--- src/design/mta_fifo.sv ---
// Two-entry queue carrying completed tile jobs from front to back.
`default_nettype none
module mta_fifo #(
  parameter int W = 8
) (
  input  wire logic         clk,
  input  wire logic         rst_n,
  input  wire logic         push,
  input  wire logic [W-1:0] wdata,
  output logic              full,
  input  wire logic         pop,
  output logic [W-1:0]      rdata,
  output logic              empty
);

  logic [W-1:0] slot_r [2];
  logic         wr_ptr_r, rd_ptr_r;
  logic [1:0]   count_r;

  assign full  = count_r == 2'd2;
  assign empty = count_r == 2'd0;
  assign rdata = slot_r[rd_ptr_r];

  always_ff @(posedge clk) begin
    if (!rst_n) begin
      wr_ptr_r <= 1'b0;
      rd_ptr_r <= 1'b0;
      count_r  <= 2'd0;
    end else begin
      if (push && !full) wr_ptr_r <= !wr_ptr_r;
      if (pop && !empty) rd_ptr_r <= !rd_ptr_r;
      count_r <= count_r + 2'(push && !full) - 2'(pop && !empty);
    end
  end

  always_ff @(posedge clk) begin
    if (push && !full) slot_r[wr_ptr_r] <= wdata;
  end

endmodule
`default_nettype wire

--- config.mk ---
export PLATFORM = sky130hd
export DESIGN_NAME = mta_fifo
export DESIGN_NICKNAME = d
export VERILOG_FILES = /design/src/design/mta_fifo.sv
export SDC_FILE = /design/constraint.sdc
export NUM_CORES = 1
export LEC_CHECK = 0
export BUFFER_PORTS_ARGS = -buffer_cell sky130_fd_sc_hd__buf_2
export CORE_UTILIZATION = 44
export CTS_CLUSTER_DIAMETER = 50
export DETAILED_ROUTE_END_ITERATION = 10
export PLACE_DENSITY = 0.78
export SLEW_MARGIN = 20
export SYNTH_ARGS = -nofsm -noshare
export SYNTH_HDL_FRONTEND = slang
export SYNTH_SLANG_ARGS = --single-unit
--- constraint.sdc ---
create_clock -name clk -period 3.55 [get_ports clk]
set_clock_uncertainty 0.1 [all_clocks]
set_input_delay 0.5325 -clock clk [delete_from_list [all_inputs] [get_ports clk]]
set_output_delay 0.5325 -clock clk [all_outputs]
set_load 0.01 [all_outputs]
# After elaboration in Yosys (flattened, before gate mapping)
# Memory sizes are Yosys's and may differ from the RTL's. A register that Yosys moved wholly into a read port is not among the register bits.
# Cells that the tools add are included.
op_classes:
  reduce_logical: 7
  muxes: 4
  n_addsub: 2
  n_eq_ne: 1
op_table:
  columns: ["operator", "count"]
  rows:
  - ["$logic_not A1 Y1", 4]
  - ["$mux W1", 4]
  - ["$add A2 B1 Y2", 1]
  - ["$eq A2 B2 Y1 const B", 1]
  - ["$logic_and A1 B1 Y1", 2]
  - ["$logic_not A2 Y1", 1]
  - ["$sub A2 B1 Y2", 1]
totals:
  n_memories: 1
  mem_bits_rw: 16
  register_bits: 4
  word_cells: 18
mem_list:
  columns: ["memory", "words", "word_bits", "rd", "rd_ports_with_merged_regs", "write_ports", "line", "text"]
  rows:
  - ["slot_r", 2, 8, 1, 1, 1, "16", "logic [W-1:0] slot_r [2];"]

# Logic depth before layout (Yosys ltp)
# Gate-level depths: netlist (run 1).
logic_depth:
  depth_word: 5
  mapped_depth: 8
  ltp_nobuf: 8

# Worst setup path after synthesis (run 1)
# No wires, ideal clock.
synth_timing:
  path_type: "input -> register"
  start: "in pop"
  end: "reg count_r[1]"
  arrival_time_ns: 1.530
  n_path_buf: 0
  path_slack_ns: 1.842
  cell_stages: 7
  path_cell_list: "o21a_2 > ha_1 > inv_1 > ha_1 > xor2_1 > and2_2 > nor3_1"
synth_via:
  elab_chain_len: 2
synth_rtl:
  columns: ["item", "line", "text"]
  rows:
  - ["start, declared", "11", "input wire logic pop,"]
  - ["$logic_and A1 B1 Y1", "32", "count_r <= count_r + 2'(push && !full) - 2'(pop && !empty);"]
  - ["$sub A2 B1 Y2", "32", null]
  - ["end signal, assigned", "32", null]
  - ["end, declared", "18", "logic [1:0] count_r;"]
# Every way passes these cells.
# A chain may end at the register's enable or synchronous reset.

==> metrics.yaml, run 1 <==
status: "completed"
yosysWarnings: 0
hp-start: "wdata[5]"
dpl.hpwl_um: 775
die_area_um2: 2020
path_delay_family: "flip-flops"
r2r.worst_path.cells: 8
syn-cell-area_um2: 812
cp.arrival_ps: 1370
min_to: "slot_r[1][5]"
worst_pin_slew_ps: 672
netlist_instances: 52
fillCellCount: 163
hold_depth: 1
firstDrtPassIters: 4
overflow: 0
crit_path_end_kind: "output port"
r2r_start: "count_r[0]"
slew-limit-headroom: 0.550
cts_root_buf: "clkbuf_4"
remaining_drc_errors: 0
port_buffers: 21
clk_pin_slew_ps: 110
multi_input_area_um2: 215
seqCellArea_um2: 581
h-tree-depth: 1
ioPinCount: 22
ys_ff_latch: 21
antenna_found_initial: 0
synth_fp_nets: 66
cts_setup_buffers: 0
rsz0062_at_grt: "false"
maxCapViolations: 0
postRouteAntennaNets: 0
fin_nets: 91
grt_pass1_vias: 370
cp.buffers_inverters: 1
drv_slew: 0
design.core.area_um2: 1730
viasPerCell: 4.63
hold_path_class: "in2reg"
critPathLaunchType: "register"
worst_ep_required_time_ps: 2920
yosysSeqAreaShare: 0.715
drt-total-wl_um: 1080
clock_sinks: 21
p_leak_nw: 0.406
holdWs_ps: 319
clock_latency_ps: 290
worst_r2r_endpoint: "count_r[1]"
ff2ff_setup_slack_ps: 1750
yosysUniqueCellTypes: 17
cts_resized: 0
clk_path_buf_depth: 2
cts_hold_buf: 0
drive_gt1_frac: 0.447
p_per_area_nw_per_um2: 686
cts_buffers: 3
syn_area_per_cell_um2: 15.6
setup_viol: 0
gp_congestion: 0.627
slowest_delay_ps: 550
hold_viol_final: 0
peakVddDrop_mv: 0.390
dr_total_vias: 468
area_growth_syn_to_layout_pct: 19.4
wl_per_cell_um: 10.7
tns_ps: 0
diodes: 0
period_needed_ps: 2000
grt_max_degree: 12
die_h_um: 45.0
finalCritPeriodShare: 0.563
crit_type: "reg2out"
drt_iter0_markers: 9
floorplan.initialDensity: 0.470
cp_cell_sequence: "mux2_2 > buf_2"
tritoncts: "yes"
grt_usage: 0.122
cpMaxStageDelayCell: "dfxtp_1"
grt_first_pass_wirelength_um: 1640
path_max_fanout: 8
clock.fmax_mhz: 500
row_count: 15
fp.dieW_um: 45.0
[sequential cells by signal, indices dropped and copies added, names as in the netlist, named ones only]
register / count
count_r: 2
rd_ptr_r: 1
wr_ptr_r: 1
slot_r: 16
[final cells by class]
| cell class | instances | area share |
|---|---|---|
| inverter | 3 | 0.0116 |
| multi-input combinational | 27 | 0.222 |
| clock buffer | 4 | 0.0271 |
| tap | 25 | 0.0323 |
| sequential | 21 | 0.599 |
| timing repair buffer | 21 | 0.108 |
[logic make-up after synthesis]
logic type               after synthesis  share of synthesized area
flip-flops                            21                      0.715
AND/OR/NAND/NOR                       13                     0.0786
multiplexers                           9                      0.123
buffers and inverters                  4                     0.0200
XOR/XNOR                               2                     0.0216
adder cells (fa/ha/maj)                2                     0.0308
AO/OA/AOI/OAI                          1                     0.0108
[worst max path at each step]
stage	cells past startpoint	slack (ps)	endpoint
2_1_floorplan	7	1840	count_r[1]
3_3_place_gp	8	1720	count_r[1]
3_5_place_dp	8	1650	count_r[1]
4_1_cts	2	1510	rdata[3]
5_1_grt	2	1450	rdata[3]
6_report	2	1550	rdata[4]
[layer usage]
| layer | track usage | vias up | part of all wire | wire length (um) |
|---|---|---|---|---|
| met3 | 0.0400 | 2 | 0.065 | 70 |
| met4 | 0.0727 | 0 | 0.0074 | 8 |
| met2 | 0.177 | 17 | 0.46 | 501 |
| li1 | - | 234 | - | - |
| met5 | 0 | - | 0 | 0 |
| met1 | 0.157 | 215 | 0.46 | 500 |
[stage by stage]
stage / instances / cell area [um2] / power (mW) / utilization / setup slack, ps
floorplan: 52 / 812 / 0.496 / - / 1840
global placement: 97 / 943 / 0.556 / 0.546 / 1720
detailed placement: 97 / 943 / 0.566 / 0.546 / 1650
CTS: 101 / 970 / 0.673 / 0.562 / 1510
global route: 101 / 970 / 0.708 / 0.562 / 1450
finish: 101 / 970 / 0.666 / 0.562 / 1550
[cell usage after synthesis]
cell | n | area, um2
and2_1 | 1 | 6.26
and2_2 | 1 | 7.51
and3_1 | 1 | 6.26
buf_2 | 1 | 5.00
dfxtp_1 | 5 | 100
edfxtp_1 | 16 | 480
ha_1 | 2 | 25.0
inv_1 | 3 | 11.3
mux2_2 | 8 | 90.1
mux2i_1 | 1 | 10.0
nand2_1 | 2 | 7.51
nand2b_1 | 2 | 12.5
nor2_1 | 5 | 18.8
nor3_1 | 1 | 5.00
o21a_2 | 1 | 8.76
xnor2_1 | 1 | 8.76
xor2_1 | 1 | 8.76
[where the power goes]
group          internal (mW)  switching, mW
logic                  0.104         0.0990
registers              0.321         0.0331
clock network         0.0437         0.0646
total                  0.469          0.197
[cell usage in the layout (no fill, tap or decap), types with 2 or more instances in the layout]
master    count
nand2_1       2
nand2b_1      2
edfxtp_1     16
ha_1          2
mux2_2        8
buf_2        21
clkbuf_4      3
nor2_1        5
dfxtp_1       5
inv_1         3
No activity file was read; power rests on OpenSTA's default activity.
==> run 2: changes to the inputs <==
ABC_AREA = 1   (was not set)
PLACE_DENSITY = 0.77   (was 0.78)
clock period = 1.9 ns   (was 3.55 ns; I/O delays follow)
==> metrics.yaml, run 2 <==
status: "completed"
die_h_um: 46.3  # +3.0%
fin_nets: 103  # +13%
finalCritPeriodShare: 0.947
grt_pass1_vias: 498  # +35%
syn_area_per_cell_um2: 13.7  # -12%
cts_resized: 0  # unchanged
clk_path_buf_depth: 2  # unchanged
muxShareOfSynthArea: 0.139  # +0.0157
path_delay_family: "flip-flops"
dr_total_vias: 518  # +11%
drt-total-wl_um: 1250  # +15%
design.core.area_um2: 1780  # +3.3%
maxCapViolations: 0  # unchanged
yosysSeqAreaShare: 0.671  # -0.0435
p_leak_nw: 0.464  # +14%
synth.most_common_cell: "edfxtp_1"
tritoncts: "yes"
largest_reg_flops: 16  # unchanged
ys_ff_latch: 21  # unchanged
worst_ep_required_time_ps: 1510  # -1410 ps
synth_top_family_by_area: "multiplexers"
clock_sinks: 21  # unchanged
p_per_area_nw_per_um2: 1250  # +82%
gp_congestion: 0.668  # +6.6%
netlist_instances: 63  # +21%
diodes: 0  # unchanged
cts_setup_buffers: 0  # unchanged
hold_path_class: "in2reg"
synth_fp_nets: 77  # +17%
cts_hold_buf: 0  # unchanged
synth_top_area_frac: 0.556  # -0.0360
peakVddDrop_mv: 0.619  # +59%
holdWs_ps: 82.0  # -237 ps
slew-limit-headroom: 0.669  # +0.119
synthXorXnorAreaFrac: 0  # -0.0216
cp.buffers_inverters: 1  # unchanged
firstDrtPassIters: 4  # unchanged
h-tree-depth: 1  # unchanged
postRouteAntennaNets: 0  # unchanged
die_area_um2: 2150  # +6.2%
row_count: 15  # unchanged
slowest_delay_ps: 650  # +100 ps
remaining_drc_errors: 0  # unchanged
layout_common_cells: "buf_2, edfxtp_1, inv_1, nand2_1, mux2_4"
synth_compound_area_frac: 0.0116  # +0.000792
fp.dieW_um: 46.3  # +3.0%
antenna_found_initial: 0  # unchanged
clock.fmax_mhz: 556
yosys.area_share.adder: 0.0289  # -0.00187
synthSimpleGateAreaFrac: 0.0970  # +0.0184
clk_pin_slew_ps: 110  # about the same
power_mw: 1.28  # +92%
drive_gt1_frac: 0.409  # -0.0383
syn-cell-area_um2: 865  # +6.5%
crit_path_end_kind: "output port"
cp.arrival_ps: 1410  # +40 ps
cts_buffers: 3  # unchanged
tns_ps: 0  # unchanged
yosys.area.top_type: "edfxtp_1"
cpMaxStageDelayCell: "dfxtp_1"
yosysUniqueCellTypes: 11  # -6
port_buffers: 21  # unchanged
rsz0062_at_grt: "false"
largest_registers: "slot_r: 16 flops, count_r: 2 flops"
yosysWarnings: 0  # unchanged
grt_usage: 0.135  # +0.0134
drt_iter0_markers: 4  # -5
floorplan.initialDensity: 0.485  # +0.0146
drv_slew: 0  # unchanged
cts_root_buf: "clkbuf_4"
period_needed_ps: 1800
largest-register: "slot_r"
area_growth_syn_to_layout_pct: 18.5
ys.flop_type: "edfxtp_1"
dpl.hpwl_um: 1020  # +32%
clock_latency_ps: 280  # about the same
viasPerCell: 4.58  # -1.1%
hold_viol_final: 0  # unchanged
synth_edf_count: 16  # unchanged
cp_cell_sequence: "mux2_4 > buf_2"
crit_type: "reg2out"
path_max_fanout: 8  # unchanged
overflow: 0  # unchanged
worst_pin_slew_ps: 495  # -177 ps
grt_max_degree: 13  # +1
setup_viol: 0  # unchanged
synth_common_cells: "edfxtp_1, inv_1, nand2_1, mux2_4, nor2_1"
ioPinCount: 22  # unchanged
fin_util: 0.575  # +0.0131
fillCellCount: 155  # -4.9%
ys_async_sr_fraction: 0  # unchanged
synth_top_cells_by_area: "edfxtp_1, mux2_4, dfxtp_1"
grt_first_pass_wirelength_um: 1940  # +19%
critPathLaunchType: "register"
layout_commonest_cell: "buf_2"
wl_per_cell_um: 11.0  # +3.1%
[run 2: changes by cell type in the layout (fill, tap and decap cells not counted), sizes merged, moves of 2 or more]
cell and change:
and2 -2, a21oi +2, nand2 +7, nand3 +3, nor2 +3, inv +6, nand2b -2
[run 2: path summary, 6_finish.rpt]
kind	startpoint	to	slack [ps]	cells past startpoint
min reg2reg	rd_ptr_r	rd_ptr_r	420	2
max	register	rdata[2]	100	2
max reg2reg	count_r[0]	count_r[1]	250	10
min	wdata[5]	slot_r[1][5]	80	1
[run 2: where the power goes]
part / internal (mW) / switching (mW) / leakage (nW) / total [mW]
sequential: 0.590 / 0.0625 / 0.191 / 0.653
clock: 0.0781 / 0.119 / 0.0177 / 0.197
combinational: 0.215 / 0.213 / 0.256 / 0.428
[run 2: kinds of logic after synthesis]
family,Yosys count
AO/OA/AOI/OAI,2
flip-flops,21
multiplexers,8
buffers and inverters,10
adder cells (fa/ha/maj),2
AND/OR/NAND/NOR,20
[run 2: cell type report]
| class | count | area, um2 | share of cell area |
|---|---|---|---|
| sequential | 21 | 581 | 0.567 |
| multi-input combinational | 32 | 239 | 0.233 |
| tap | 25 | 31.3 | 0.0305 |
| clock inverter | 1 | 5.00 | 0.00488 |
| timing repair buffer | 22 | 113 | 0.110 |
| inverter | 9 | 33.8 | 0.0330 |
| clock buffer | 3 | 22.5 | 0.0220 |
[run 2: through the flow]
step / instances / cell area [um2] / setup WS [ps]
final: 113 / 1020 / 102
after global routing: 113 / 1020 / 19.2
after CTS: 113 / 1020 / 68.4
after detailed placement: 109 / 997 / 247
after global placement: 109 / 997 / 326
after floorplan: 63 / 865 / 377
[run 2: worst reg2reg max path, stage by stage (launching register included)]
cell,delay [ps]
dfxtp_1,380
inv_1,70
nand2_1,120
nand2_1,90
ha_1,280
inv_1,40
ha_1,180
inv_1,60
nand2_1,60
a21oi_1,140
nor2_1,60
[run 2: layer usage]
metal / up-vias / track usage / part of all wire
met5: - / 0 / 0
met4: 0 / 0.0529 / 0
met3: 0 / 0.0353 / 0.054
met2: 17 / 0.272 / 0.59
met1: 240 / 0.122 / 0.35
li1: 261 / - / -
==> run 3: changes to the inputs <==
CORE_MARGIN = 2   (was not set)
==> metrics.yaml, run 3 (synthesized netlist as in run 2, its figures left out) <==
cts_root_buf: "clkbuf_4"
period_needed_ps: 1810  # +9.60 ps
cp.arrival_ps: 1420  # about the same
grt_max_degree: 13  # unchanged
drt-total-wl_um: 1180  # -5.1%
drive_gt1_frac: 0.409  # unchanged
critPathLaunchType: "register"
worst_pin_slew_ps: 499  # +4.02 ps
row_count: 16  # +1
rsz0062_at_grt: "false"
p_leak_nw: 0.464  # unchanged
dr_total_vias: 518  # unchanged
tns_ps: 0  # unchanged
die_area_um2: 2340  # +8.8%
post-route-cell-area_um2: 1030  # +0.24%
diodes: 0  # unchanged
crit_type: "reg2out"
worst_ep_required_time_ps: 1510  # about the same
clk_pin_slew_ps: 110  # about the same
viasPerCell: 4.50  # -1.7%
finalCritPeriodShare: 0.952  # +0.00506
largest-register: "slot_r"
setup_viol: 0  # unchanged
clock.fmax_mhz: 553  # -0.53%
wl_per_cell_um: 10.3  # -6.8%
grt_first_pass_wirelength_um: 1850  # -4.6%
antenna_found_initial: 0  # unchanged
grt_pass1_vias: 475  # -4.6%
remaining_drc_errors: 0  # unchanged
grt_usage: 0.104  # -0.0312
design.core.area_um2: 1900  # +6.7%
ioPinCount: 22  # unchanged
crit_path_end_kind: "output port"
fin_nets: 103  # unchanged
tritoncts: "yes"
layout_commonest_cell: "buf_2"
p_sw_mw: 0.399  # +1.1%
combPwrFrac: 0.334  # about the same
firstDrtPassIters: 4  # unchanged
drv_slew: 0  # unchanged
gp_congestion: 0.718  # +7.5%
postRouteAntennaNets: 0  # unchanged
internal-power_mw: 0.883  # about the same
seqPwrFrac: 0.509  # -0.002
p_per_area_nw_per_um2: 1250  # about the same
clock_sinks: 21  # unchanged
cts_buffers: 3  # unchanged
layout_common_cells: "buf_2, edfxtp_1, inv_1, nand2_1, mux2_4"
p_clk_frac: 0.157  # +0.003
maxCapViolations: 0  # unchanged
drt_iter0_markers: 4  # unchanged
status: "completed"
clock_latency_ps: 290  # about the same
cts_resized: 0  # unchanged
fillCellCount: 175  # +13%
floorplan.initialDensity: 0.455  # -0.0303
hold_viol_final: 0  # unchanged
area_growth_syn_to_layout_pct: 18.8
largest_registers: "slot_r: 16 flops, count_r: 2 flops"
overflow: 0  # unchanged
cts_setup_buffers: 0  # unchanged
slew-limit-headroom: 0.667  # -0.00268
path_max_fanout: 8  # unchanged
h-tree-depth: 1  # unchanged
fp.dieW_um: 48.3  # +4.3%
largest_reg_flops: 16  # unchanged
post_dp_cell_area_um2: 1000  # +0.25%
clk_path_buf_depth: 2  # unchanged
port_buffers: 21  # unchanged
peakVddDrop_mv: 0.933  # +51%
p_sw_frac: 0.311  # +0.00236
die_h_um: 48.3  # +4.3%
cts_hold_buf: 0  # unchanged
hold_path_class: "in2reg"
## run 3: cell counts in the layout (fill, tap and decap cells not counted)
No cell type changed its count.
## run 3: routing by layer
layer	wire length (um)	track usage	up-vias
met2	616	0.188	15
met1	506	0.115	238
li1	-	-	265
met3	60	0.0278	0
met4	0	0.0429	0
met5	0	0	-
## run 3: worst max-delay path, cell delays in order, from the launching register on
cell     delay, ps
dfxtp_1        650
mux2_4         350
buf_2          140
## run 3: final cells by class
cell class	count	area, um2	share of cell area
timing repair buffer	22	113	0.110
multi-input combinational	32	239	0.233
tap	27	33.8	0.0329
inverter	9	33.8	0.0329
clock inverter	1	5.00	0.00487
clock buffer	3	22.5	0.0219
sequential	21	581	0.565
## run 3: path summary, 6_finish.rpt
kind / from / end / slack, ps / depth (start not counted)
max: register / rdata[7] / 90 / 2
min: wdata[7] / slot_r[0][7] / 70 / 1
max reg2reg: count_r[0] / count_r[1] / 280 / 10
min reg2reg: wr_ptr_r / wr_ptr_r / 430 / 2
## run 3: metrics by stage
stage          setup slack (ps)   util  power, mW  cells  hold WS (ps)
6_report                   92.0  0.540       1.28    115          70.2
5_1_grt                    18.7  0.540       1.37    115          58.4
4_1_cts                    63.6  0.540       1.30    115          64.6
3_5_place_dp                270  0.526       1.10    111           376
3_3_place_gp                325  0.526       1.08    111           373
2_1_floorplan               377      -      0.970     63           278
## run 3: power by group through the flow
| stage | clock network (mW) | registers, mW | logic [mW] |
|---|---|---|---|
| 6_report | 0.201 | 0.653 | 0.428 |
| 5_1_grt | 0.226 | 0.662 | 0.478 |
| 4_1_cts | 0.208 | 0.654 | 0.435 |
| 3_5_place_dp | 0 | 0.666 | 0.433 |
| 3_3_place_gp | 0 | 0.659 | 0.420 |
| 2_1_floorplan | 0 | 0.632 | 0.338 |
