<file path="src/design/mta_pkg.sv">
// Shared types and constants of the mosaic tile averager.
`default_nettype none
package mta_pkg;

  localparam int PIX_W = 8;
  localparam int SUM_W = 28;
  localparam int CFG_W = 11;
  localparam int COL_W = 10;
  localparam int SIZE_W = 11;

  typedef enum logic [1:0] {
    REG_FRAME_W = 2'd0,
    REG_FRAME_H = 2'd1,
    REG_BLOCK_W = 2'd2,
    REG_BLOCK_H = 2'd3
  } reg_idx_t;

  typedef struct packed {
    logic [CFG_W-1:0] frame_width;
    logic [CFG_W-1:0] frame_height;
    logic [CFG_W-1:0] block_width;
    logic [CFG_W-1:0] block_height;
  } cfg_t;

  typedef struct packed {
    logic [SUM_W-1:0] blue;
    logic [SUM_W-1:0] green;
    logic [SUM_W-1:0] red;
  } sums_t;

  typedef struct packed {
    logic [COL_W-1:0]  tile_col;
    logic [COL_W-1:0]  tile_row;
    logic [SIZE_W-1:0] tile_w;
    logic [SIZE_W-1:0] tile_h;
    logic              frame_done;
  } meta_t;

endpackage
`default_nettype wire

</file>
<file path="src/design/mta_back.sv">
// Back end: restoring divider turning tile sums into saturated 8-bit means.
`default_nettype none
module mta_back import mta_pkg::*; #(
  parameter int CNTW = 22,
  localparam int QW = CNTW + $bits(sums_t) + $bits(meta_t)
) (
  input  wire logic         clk,
  input  wire logic         rst_n,
  input  wire logic         q_empty,
  input  wire logic [QW-1:0] q_data,
  output logic              q_pop,
  output logic              out_empty,
  input  wire logic         out_pop,
  output logic [PIX_W-1:0]  out_avg_blue,
  output logic [PIX_W-1:0]  out_avg_green,
  output logic [PIX_W-1:0]  out_avg_red,
  output meta_t             out_meta
);

  localparam int DW = SUM_W + CNTW + 9;

  typedef enum logic [1:0] {ST_IDLE, ST_DIV, ST_DONE} state_t;

  state_t           state_r;
  logic [3:0]       step_r;
  logic [CNTW-1:0]  cnt_r;
  logic [SUM_W-1:0] rem_r [3];
  logic [PIX_W-1:0] quo_r [3];
  logic [2:0]       sat_r;
  meta_t            meta_r;

  logic [CNTW-1:0]  q_cnt;
  sums_t            q_sums;
  meta_t            q_meta;
  logic [DW-1:0]    divisor;

  assign {q_cnt, q_sums, q_meta} = q_data;
  assign divisor = DW'(cnt_r) << step_r;
  assign q_pop   = (state_r == ST_IDLE) && !q_empty;
  assign out_empty = state_r != ST_DONE;
  assign out_avg_blue  = sat_r[0] ? '1 : quo_r[0];
  assign out_avg_green = sat_r[1] ? '1 : quo_r[1];
  assign out_avg_red   = sat_r[2] ? '1 : quo_r[2];
  assign out_meta = meta_r;

  always_ff @(posedge clk) begin
    if (!rst_n) begin
      state_r <= ST_IDLE;
      step_r  <= 4'd0;
    end else begin
      case (state_r)
        ST_IDLE: begin
          if (!q_empty) begin
            state_r  <= ST_DIV;
            step_r   <= 4'd8;
            cnt_r    <= q_cnt;
            meta_r   <= q_meta;
            rem_r[0] <= q_sums.blue;
            rem_r[1] <= q_sums.green;
            rem_r[2] <= q_sums.red;
            sat_r    <= 3'b000;
            for (int k = 0; k < 3; k++) quo_r[k] <= '0;
          end
        end
        ST_DIV: begin
          // top step only detects a quotient above 255
          for (int k = 0; k < 3; k++) begin
            if (DW'(rem_r[k]) >= divisor) begin
              if (step_r == 4'd8) begin
                sat_r[k] <= 1'b1;
              end else begin
                rem_r[k] <= SUM_W'(DW'(rem_r[k]) - divisor);
                quo_r[k][step_r[2:0]] <= 1'b1;
              end
            end
          end
          if (step_r == 4'd0) state_r <= ST_DONE;
          else step_r <= step_r - 4'd1;
        end
        ST_DONE: begin
          if (out_pop) state_r <= ST_IDLE;
        end
        default: state_r <= ST_IDLE;
      endcase
    end
  end

endmodule
`default_nettype wire

</file>
<file path="config.mk">
export PLATFORM = sky130hd
export DESIGN_NAME = mta_back
export DESIGN_NICKNAME = d
export VERILOG_FILES = /design/src/design/mta_pkg.sv /design/src/design/mta_back.sv
export SDC_FILE = /design/constraint.sdc
export NUM_CORES = 1
export LEC_CHECK = 0
export BUFFER_PORTS_ARGS = -buffer_cell sky130_fd_sc_hd__buf_2
export CORE_MARGIN = 2
export CORE_UTILIZATION = 61
export CTS_CLUSTER_SIZE = 40
export DETAILED_ROUTE_END_ITERATION = 8
export GPL_TIMING_DRIVEN = 1
export MAX_ROUTING_LAYER = met4
export PLACE_DENSITY = 0.86
export SKIP_CTS_REPAIR_TIMING = 1
export SYNTH_ARGS = -nofsm -noshare
export SYNTH_HDL_FRONTEND = slang
export SYNTH_SLANG_ARGS = --single-unit
</file>
<file path="constraint.sdc">
create_clock -name clk -period 8.5 [get_ports clk]
set_clock_uncertainty 0.2 [all_clocks]
set_input_delay 0.85 -clock clk [delete_from_list [all_inputs] [get_ports clk]]
set_output_delay 0.85 -clock clk [all_outputs]
set_load 0.01 [all_outputs]
</file>
======== Yosys cells after proc, flatten, opt, wreduce, memory -nomap -nowiden ========
Memories as Yosys holds them, arrays and structs flattened.
Index checks and enable logic that the tools add are counted.
word-level totals
  bits in writable memories ............... 108
  output and inout bits ................... 69
  input bits .............................. 153
  word-level logic and storage cells ...... 140
  memories ................................ 2
  flip-flop bits (word level) ............. 74
memory list
  name   depth  bits a word  rd ports  clocked after Yosys merged registers in  wr ports  RTL line        RTL
  rem_r  3      28           3         0                                        3         mta_back.sv:27  logic [SUM_W-1:0] rem_r [3];
  quo_r  3      8            3         0                                        3         mta_back.sv:28  logic [PIX_W-1:0] quo_r [3];
operators by class
  bitwise gates (word level) .............. 28
  reduce and logical (&&, ||, !) cells .... 12
  shift-type cells ........................ 1
  $lt $le $gt $ge ......................... 5
  muxes and demuxes ....................... 65
  equal/unequal tests ..................... 12
  add/sub/neg operators ................... 4
operators by type and width
  cell                   count
  $ge A28 B59 Y1         3
  $mux W28               3
  $sub A28 B28 Y28       3
  $shl A22 B4 Y59        1
  $mux W8                6
  $mux W1                46
  $or A1 B1 Y1           27
  $ne A2 B2 Y1 const B   9
  $reduce_and A5 Y1      3
  $reduce_and A3 Y1      3
  $mux W4                2
  $pmux W4 S2            1
  $mux W2                3
  $pmux W2 S3            1
  $pmux W3 S2            1
  $eq A4 B4 Y1 const B   1
  $logic_not A4 Y1       1
  $lt A3 B4 Y1 const B   1
  $sub A4 B1 Y4 const B  1
  $demux W1 S3           1
  $ge A3 B1 Y1 const B   1
  $mux W3                1
  $eq A2 B1 Y1 const B   1
  $eq A2 B2 Y1 const B   1
  other kinds (5)        6

======== Longest topological paths before layout ========
Gate-level depths: netlist of run 1.
  word-level depth ........................ 7
  depth in mapped cells ................... 24
  mapped depth without buffers ............ 18

======== Worst setup path before layout of run 1 ========
OpenSTA, ideal clock, no wires.
  path type ............................... register to register
  from .................................... register step_r[0]
  to ...................................... memory rem_r[0][0], enable pin
  data arrival time ....................... 4.372 ns
  buffers on the path ..................... 3
  period minus slack after synthesis ...... 4.957 ns
  library setup time ...................... 0.385 ns
  data required time ...................... 7.915 ns
  stages on the path, launching flop included .. 17
  setup slack ............................. 3.543 ns
  cell sequence ........................... dfxtp_1 > buf_6 > buf_2 > buf_1 > mux4_2 > nand2_1 > o21ai_0 > o21ai_0 > ha_1 > and3_1 > and2_1 > and3_1 > o21a_1 > a221oi_4 > a211oi_1 > nand2_1 > nand2_1
RTL lines
  item                      RTL line        RTL
  start: declaration        mta_back.sv:25  logic [3:0] step_r;
  start signal: assignment  mta_back.sv:78  else step_r <= step_r - 4'd1;
  end: declaration          mta_back.sv:27

==> out/metrics.cfg, run 1 <==
[run_status]
outcome=completed

[critical_path]
rrSetupSlack_ns=1.95
start_kind=flip-flop
r2r-start=step_r[2]
critPathMaxFanout=73
critPathCaptureType=flip-flop
slowest_stage=clkinv_1
cp.arrival_ns=6.55
reg2regPathDepth=13
rr_endpoint=rem_r[0][49]
cpPeakStageDelay_ns=0.84
critPathKind=reg -> reg
required_ns=8.50
endpoint=rem_r[0][49]
worst_path_most_repeated_cell=o21ai_0
startpoint=step_r[2]
path_cells=clkinv_1, mux2_2, o21ai_0, ha_1, a21oi_1, o21ai_0, a221o_1, a221oi_4, a211oi_1, o31ai_4, buf_4, inv_2, mux2_1

[synthesis]
syn-num-nets=1445
synth.most_common_cell=edfxtp_1
synth_compound_area_share_pct=19.2
synthTopCellsByCount=edfxtp_1, nand2_1, o21ai_0, a21oi_1, ha_1
syn-instance-count=1202
synth_fa_ha_area_share_pct=9.52
synthXorXnorAreaFrac_pct=4.86
synth_top_cell_area_share_pct=43.8
ys_types=69
synth_edf_count=176
synth-simple-area-share_pct=14.4
synth_area_leaders=edfxtp_1, ha_1, o21ai_0
netlist_area_sq_um=12100
syn_area_per_cell_sq_um=10.0
synth_top_family_by_area=compound AO/OA/AOI/OAI gates
yosys_register_bits=182
yosys.area.top_type=edfxtp_1
yosys_warnings=0
ys_seq_area_share_pct=44.8
synth.area.mux_share_pct=4.51
async_flop_share_pct=0
synth_ff_type=edfxtp_1

[timing]
rsz0062_at_grt=false
setup_viol=0
max_freq_ghz=0.153
hold_violations=0
tightest_slew_ns=0.846
drv_slew=0
setup_tns_ns=0
min_period_ns=6.55
period_share_pct=77.1
worst_hold_slack_ns=0.358
maxSlewHeadroom_pct=43.0

[cts]
htree_levels=4
worstSkewPairLatency_ns=0.46
cts_buffer_depth=2
cts_buffers=17
ctsRootBufferMaster=clkbuf_16
clock_sinks=182
clkSlewWorstSetupHoldPaths_ns=0.09
tritoncts=yes

[die]
core_area_sq_um=19500
io_pins=222
die_x_um=145
initial_core_util_pct=62.0
dieArea_sq_um=20900
num_rows=51
die_h_um=145

[grt]
antenna_found_initial=0
gr-total-overflow=0
grt_max_degree=87
grt_pass1_wl_mm=49.3
grt_pass1_vias=9884
track_usage_pct=31.8

[route]
wl_met1_mm=13.1
via_per_inst=6.11
routed.top_layer=met4
ant_nets=0
dr_wl_met2_mm=15.5
dr_wl_met3_mm=2.44
routedWlPerCell_um=18.9
drc=0
first_pass_iters=6
drt-total-wl_mm=31.8
dr_total_vias=10283
drt_iter0_markers=744

[place]
globalplace.congestion=0.972
numPortBuffers=221
dp_hpwl_mm=24.0
postPlaceCellArea_sq_um=13300

[finish]
finalCoreUtilization_pct=72.0
diodes=0
fill_cells=1422
syn_to_final_growth_pct=16.1
finish.instance_area_sq_um=14000
final_nets=1649
drive_above_1_share_pct=22.6

[power_and_ir_drop]
vdd_ir_drop_max_mv=0.171
p_clk_share_pct=25.5
internal_power_mw=2.08
switchingPower_mw=1.36
p_sw_share_pct=39.6
p_leak_nw=5.93
seqPwrFrac_pct=32.4
p_comb_share_pct=42.0
power_density_nw_per_um2=246

[hold_path]
hold_path_class=in -> reg

[flow_run]
drv_cap=0

==> final cells by class <==
cell class | instances | area, sq um | area share (%)
Multi-Input combinational cell | 947 | 6330 | 45.2
Sequential cell | 182 | 5410 | 38.6
Timing Repair Buffer | 229 | 1170 | 8.32
Clock buffer | 17 | 425 | 3.04
Tap cell | 265 | 332 | 2.37
Clock inverter | 15 | 239 | 1.71
Inverter | 29 | 109 | 0.777
==> power groups by stage <==
| stage | clock network (mW) | registers, mW | logic [mW] |
|---|---|---|---|
| 2_1_floorplan | 0 | 1.12 | 1.07 |
| 3_3_place_gp | 0 | 1.13 | 1.38 |
| 3_5_place_dp | 0 | 1.13 | 1.41 |
| 4_1_cts | 0.882 | 1.12 | 1.42 |
| 5_1_grt | 0.914 | 1.12 | 1.60 |
| 6_report | 0.879 | 1.12 | 1.45 |
==> worst min path at each step <==
stage	depth (start not counted)	start	endpoint	slack (ns)
after detailed placement	2	state_r[1]	step_r[2]	0.48
after global routing	1	q_data[17]	out_meta[17]	0.35
after global placement	3	state_r[1]	state_r[1]	0.48
after CTS	1	q_data[17]	out_meta[17]	0.35
after floorplan	2	state_r[1]	step_r[2]	0.46
final	1	q_data[41]	out_meta[41]	0.36
==> sequential cells by signal, indices dropped and copies added, names as in the netlist <==
name / cells
cnt_r: 22
out_meta: 43
quo_r: 24
rem_r: 84
sat_r: 3
state_r: 2
step_r: 4
==> cells by family after synthesis <==
group                      count (synthesis)
and+or+nand+nor                          368
buffers and inverters                     73
DFF                                      182
adders and majority gates                 90
AOI/OAI and AO/OA                        378
xor gates and xnor gates                  67
muxes                                     44
==> per-layer routing <==
layer	track usage, %	vias to the layer above
met2	52.8	468
met4	10.3	0
li1	-	4909
met5	-	-
met3	5.63	71
met1	39.9	4835
==> cell usage in the layout (no fill, tap or decap), types with 31 or more instances in the layout <==
cell and instances:
xnor2_1 34, nor2_1 61, xor2_1 33, nand2_1 153, buf_2 221, a21o_1 36, o21ai_0 132, or2_2 31
edfxtp_1 176, a21oi_1 88, ha_1 87
==> metrics by stage <==
stage	total power, mW	instances	setup slack [ns]
after floorplan	2.20	1202	3.54
after global placement	2.51	1652	2.26
after detailed placement	2.54	1652	2.09
after CTS	3.42	1684	2.04
after global routing	3.63	1684	1.55
final	3.44	1684	1.95
==> critical path, delay by kind of cell, from the launching register on <==
family                     cells  cell delay, ns
buffers and inverters          3            1.81
AOI/OAI and AO/OA              7            2.13
DFF                            1            0.74
adders and majority gates      1            0.42
muxes                          2            0.96
Power figures use the tool's default switching activity.
==> run 2: changes to the inputs <==
Settings changed: ABC_AREA from default to 1, CORE_UTILIZATION 61 to 58, PLACE_DENSITY 0.86 to 0.82.
Clock period 8.5 ns to 6.6 ns, I/O delays scaled along.
==> run 2 against run 1 <==
Utilization fell by 3.6 points. Clock power grew 31%. Synthesized area is 11% higher. Die area is 16% higher. Via count is 25% higher. Fmax up 23%. Worst setup slack got worse by 0.67 ns. Critical path type unchanged. Largest power group unchanged.
==> out/metrics.cfg, run 2 <==
[power_and_ir_drop]
power_density_nw_per_um2=406  ; +65%
vdd_ir_drop_max_mv=0.238  ; +39%
p_leak_nw=7.10  ; +20%

[critical_path]
required_ns=6.72  ; -1.78 ns
cp.arrival_ns=5.44  ; -1.11 ns
rrSetupSlack_ns=1.28  ; -0.67 ns
path_buf_inv=2  ; -1
critPathCaptureType=flip-flop
path_cells=inv_2, nand2_1, nand2_1, nor2_1, a31oi_1, nand2_1, o21ai_0, o21ai_0, ha_1, nand2_1, nor2_1, nand2_1, nor2_1, nand2_1, nand2_1, nand2_1, nand2_1, nand3_4, nand3_4, buf_4, nand2_1, nand2_1
critical-path-top-delay-family=simple AND/OR/NAND/NOR gates
worst_path_most_repeated_cell=nand2_1
cpPeakStageDelay_ns=1.08  ; +0.24 ns
critPathKind=reg -> reg
critPathMaxFanout=65  ; -11%
start_kind=flip-flop
slowest_stage=o21ai_0

[cts]
clock_sinks=182  ; unchanged
tritoncts=yes
worstSkewPairLatency_ns=0.46  ; about the same
clkSlewWorstSetupHoldPaths_ns=0.09  ; about the same
cts_buffers=17  ; unchanged
ctsRootBufferMaster=clkbuf_16
cts_buffer_depth=2  ; unchanged
htree_levels=4  ; unchanged

[timing]
maxSlewHeadroom_pct=8.24  ; -35 points
hold_violations=0  ; unchanged
drv_slew=0  ; unchanged
tightest_slew_ns=1.36  ; +0.516 ns
worst_hold_slack_ns=0.167  ; -0.191 ns
rsz0062_at_grt=false
min_period_ns=5.32  ; -1.23 ns
max_freq_ghz=0.188  ; +23%
setup_viol=0  ; unchanged
setup_tns_ns=0  ; unchanged
period_share_pct=80.6  ; +3.5 points

[synthesis]
synth_edf_count=176  ; unchanged
yosys_register_bits=182  ; unchanged
syn_area_per_cell_sq_um=7.85  ; -22%
synth_ff_type=edfxtp_1
netlist_area_sq_um=13400  ; +11%
ys_seq_area_share_pct=40.5  ; -4.3 points
ys_types=42  ; -39%
yosys.area.top_type=edfxtp_1
async_flop_share_pct=0  ; unchanged
synth.most_common_cell=nand2_1
yosys_warnings=0  ; unchanged
synth_area_leaders=edfxtp_1, nand2_1, ha_1
synth_top_cell_area_share_pct=39.6  ; -4.2 points
syn-instance-count=1702  ; +42%
syn-num-nets=1945  ; +35%
synthTopCellsByCount=nand2_1, edfxtp_1, inv_1, nor2_1, o21ai_0

[die]
io_pins=222  ; unchanged
die_h_um=156  ; +7.7%
num_rows=55  ; +7.8%
core_area_sq_um=22600  ; +16%
initial_core_util_pct=59.0  ; -3.0 points
die_x_um=156  ; +7.7%
dieArea_sq_um=24300  ; +16%

[route]
ant_nets=0  ; unchanged
drt-total-wl_mm=40.5  ; +27%
via_per_inst=5.81  ; -4.9%
dr_total_vias=12825  ; +25%
routedWlPerCell_um=18.4  ; -2.8%
drt_iter0_markers=1248  ; +68%
first_pass_iters=5  ; -1
drc=0  ; unchanged

[place]
numPortBuffers=221  ; unchanged
dp_hpwl_mm=31.2  ; +30%
globalplace.congestion=0.995  ; +2.5%

[finish]
final_nets=2154  ; +31%
final_common_cell=nand2_1
top_register=rem_r
drive_above_1_share_pct=16.6  ; -6.0 points
largest_reg_flops=84  ; unchanged
final_cell_mix=nand2_1, buf_2, edfxtp_1
syn_to_final_growth_pct=15.9
fill_cells=1907  ; +34%
diodes=0  ; unchanged
finalCoreUtilization_pct=68.4  ; -3.6 points

[grt]
grt_pass1_wl_mm=61.8  ; +25%
gr-total-overflow=0  ; unchanged
track_usage_pct=34.1  ; +2.4 points
grt_max_degree=67  ; -23%
grt_pass1_vias=11969  ; +21%
antenna_found_initial=0  ; unchanged

[hold_path]
hold_path_class=in -> reg

[run_status]
outcome=completed

[flow_run]
drv_cap=0  ; unchanged

==> run 2: worst register-to-register path, cell delays in order (launching register included) <==
cell and delay, ns:
dfxtp_1 0.37, inv_2 0.20, nand2_1 0.16, nand2_1 0.07, nor2_1 0.08, a31oi_1 0.06, nand2_1 0.08, o21ai_0 0.13
o21ai_0 1.08, ha_1 0.33, nand2_1 0.11, nor2_1 0.19, nand2_1 0.09, nor2_1 0.09, nand2_1 0.06, nand2_1 0.10
nand2_1 0.06, nand2_1 0.12, nand3_4 0.49, nand3_4 0.29, buf_4 0.56, nand2_1 0.15, nand2_1 0.10
==> run 2: area by class of cell <==
| type | instances | area [sq um] | share of cell area [%] |
|---|---|---|---|
| clock buffers | 17 | 425 | 2.75 |
| well taps | 285 | 357 | 2.30 |
| multi-input cells | 1323 | 7190 | 46.5 |
| clock inverters | 15 | 234 | 1.51 |
| flip-flops and latches | 182 | 5410 | 34.9 |
| inverters | 135 | 507 | 3.27 |
| repair buffers | 252 | 1360 | 8.81 |
==> run 2: logic make-up after synthesis <==
logic type,after synthesis,synth area share [%]
buffers and inverters,197,6.08
AOI/OAI and AO/OA,256,10.6
and+or+nand+nor,897,28.9
DFF,182,40.5
xor gates and xnor gates,73,4.79
adders and majority gates,90,8.60
muxes,7,0.525
==> run 2: power by group <==
group	switching [mW]	internal, mW
sequential	0.0549	1.45
clock	0.604	0.547
combinational	2.40	1.23
==> run 2: through the flow <==
| stage | setup WS, ns | power, mW | area, sq um | instances |
|---|---|---|---|---|
| after detailed placement | 1.41 | 5.05 | 14800 | 2177 |
| after global routing | 0.871 | 6.70 | 15500 | 2209 |
| after floorplan | 0.759 | 4.06 | 13400 | 1702 |
| after global placement | 1.55 | 5.03 | 14800 | 2177 |
| after CTS | 1.39 | 6.21 | 15500 | 2209 |
| final | 1.28 | 6.29 | 15500 | 2209 |
==> run 2: worst paths after layout <==
kind,start,endpoint,cells after the start
setup / recovery,step_r[0],rem_r[0][61],22
hold / removal,q_data[17],out_meta[17],1
hold reg to reg,state_r[0],step_r[1],4
setup reg to reg,step_r[0],rem_r[0][61],22
==> run 2: routing by layer <==
layer  wire length, um  vias up  GRT usage, %
met1             17100     5876          44.3
met3              3330       81          5.31
li1                  -     6270             -
met4              1500        0          12.5
met2             18600      598          54.6
met5                 0        -             -
==> run 3: changes to the inputs <==
Clock period 6.6 ns to 5.5 ns, I/O delays scaled along.
==> run 3 against run 2 <==
Sequential power grew 19%. Largest power group unchanged. Critical path depth unchanged. Worst setup slack got worse by 0.71 ns.
==> out/metrics.cfg, run 3 (same netlist as run 2, synthesis figures left out) <==
[timing]
maxSlewHeadroom_pct=27.4  ; +19 points
rsz0062_at_grt=false
max_freq_ghz=0.203  ; +7.9%
period_share_pct=89.7  ; +9.1 points
setup_viol=0  ; unchanged
tightest_slew_ns=1.08  ; -0.281 ns
drv_slew=0  ; unchanged
worst_hold_slack_ns=0.0606  ; -0.106 ns
hold_violations=0  ; unchanged
setup_tns_ns=0  ; unchanged
min_period_ns=4.93  ; -0.388 ns
postLayoutSetupSlackWorst_ns=0.569  ; -0.712 ns

[hold_path]
hold_path_class=in -> reg
min_to=out_meta[33]
hold_path_depth=1  ; unchanged
hp-start=q_data[33]

[grt]
gr-total-overflow=0  ; unchanged
track_usage_pct=33.2  ; -0.95 points
grt_pass1_wl_mm=60.6  ; -1.9%
grt_max_degree=94  ; +40%
antenna_found_initial=0  ; unchanged
grt_pass1_vias=11948  ; -0.18%

[cts]
worstSkewPairLatency_ns=0.46  ; about the same
htree_levels=4  ; unchanged
clkSlewWorstSetupHoldPaths_ns=0.09  ; about the same
cts_buffer_depth=2  ; unchanged
tritoncts=yes
cts_buffers=17  ; unchanged
clock_sinks=182  ; unchanged
ctsRootBufferMaster=clkbuf_16

[finish]
diodes=0  ; unchanged
final_nets=2151  ; -0.14%
final_cell_count_no_fill=2206  ; -0.14%
top_register=rem_r
final_cell_mix=nand2_1, buf_2, edfxtp_1
syn_to_final_growth_pct=16.1
final_common_cell=nand2_1
drive_above_1_share_pct=16.5  ; -0.13 points
largest_reg_flops=84  ; unchanged

[route]
drt-total-wl_mm=39.7  ; -2.1%
routedWlPerCell_um=18.0  ; -2.0%
dr_total_vias=12749  ; -0.59%
ant_nets=0  ; unchanged
first_pass_iters=7  ; +2
drc=0  ; unchanged
drt_iter0_markers=1163  ; -6.8%
via_per_inst=5.78  ; -0.46%

[die]
dieArea_sq_um=24300  ; unchanged
die_h_um=156  ; unchanged
die_x_um=156  ; unchanged
num_rows=55  ; unchanged
io_pins=222  ; unchanged
core_area_sq_um=22600  ; unchanged
initial_core_util_pct=59.0  ; unchanged

[power_and_ir_drop]
p_sw_share_pct=48.5  ; -0.14 points
switchingPower_mw=3.65  ; +19%
p_leak_nw=7.10  ; about the same
internal_power_mw=3.87  ; +20%
p_clk_share_pct=18.3  ; about the same
seqPwrFrac_pct=24.0  ; about the same
power_density_nw_per_um2=485  ; +20%
vdd_ir_drop_max_mv=0.260  ; +9.1%
p_comb_share_pct=57.8  ; about the same

[run_status]
outcome=completed

[place]
dp.cells=2174  ; -0.14%
numPortBuffers=221  ; unchanged
dp_hpwl_mm=30.2  ; -3.0%
globalplace.congestion=0.988  ; -0.74%
dp_slack_ns=0.727  ; -0.684 ns

[flow_run]
drv_cap=0  ; unchanged

[critical_path]
r2r-start=step_r[0]
critPathCaptureType=flip-flop
start_kind=flip-flop
critPathMaxFanout=61  ; -6.2%
critPathKind=reg -> reg
required_ns=5.51  ; -1.21 ns
rrSetupSlack_ns=0.57  ; -0.71 ns
rr_endpoint=rem_r[0][81]
cp.arrival_ns=4.94  ; -0.50 ns
reg2regPathDepth=22  ; unchanged

## run 3: changes by cell type in the layout (fill, tap and decap cells not counted), sizes merged
cell	previous run	this run
inv	146	145
clkinv	4	5
buf	252	249
## run 3: cell type report
type	count	area (sq um)
tap	285	357
inverter	135	507
multi-input combinational	1323	7190
clock inverter	15	239
sequential	182	5410
timing repair buffer	249	1380
fill	1918	7140
clock buffer	17	425
## run 3: power groups by stage
| stage | logic, mW | registers [mW] | clock network [mW] |
|---|---|---|---|
| 2_1_floorplan | 3.05 | 1.82 | 0 |
| 3_3_place_gp | 4.22 | 1.83 | 0 |
| 3_5_place_dp | 4.24 | 1.83 | 0 |
| 4_1_cts | 4.27 | 1.80 | 1.38 |
| 5_1_grt | 4.79 | 1.82 | 1.42 |
| 6_report | 4.35 | 1.80 | 1.37 |
## run 3: worst max-delay path by stage
stage,cells after the start,startpoint,to,slack (ns)
2_1_floorplan,6,q_empty,rem_r[0][0],0.99
3_3_place_gp,18,step_r[3],rem_r[0][14],0.80
4_1_cts,20,step_r[0],rem_r[0][63],0.70
5_1_grt,21,step_r[0],rem_r[0][70],0.38
3_5_place_dp,20,step_r[0],rem_r[0][71],0.73
6_report,22,step_r[0],rem_r[0][81],0.57
## run 3: metal layers
metal	vias up	routed length [um]	global-route usage, %
met2	566	18700	54.1
met1	5838	16800	43.1
li1	6273	-	-
met4	0	1220	11.3
met3	72	3010	4.31
met5	-	0	-
## run 3: critical path: stages (launching register included)
cell and delay, ns:
dfxtp_1 0.35, inv_2 0.20, nand2_1 0.12, nand2_1 0.07
o21ai_0 0.31, mux2i_1 0.19, o21ai_1 0.87, ha_1 0.44
nand2_1 0.15, inv_1 0.07, nand2_1 0.08, nand3_1 0.09
nand2_1 0.07, nand2_1 0.04, a21oi_1 0.11, nand2_1 0.11
nand2_1 0.07, nand2_1 0.12, nand3_4 0.14, nand3_4 0.30
buf_12 0.33, nand2_1 0.11, nand2_1 0.07
## run 3: through the flow
step	power [mW]	util [%]	cell area (sq um)
detailed placement	6.07	65.5	14800
CTS	7.46	68.5	15500
floorplan	4.87	-	13400
finish	7.53	68.5	15500
global route	8.03	68.5	15500
global placement	6.05	65.5	14800
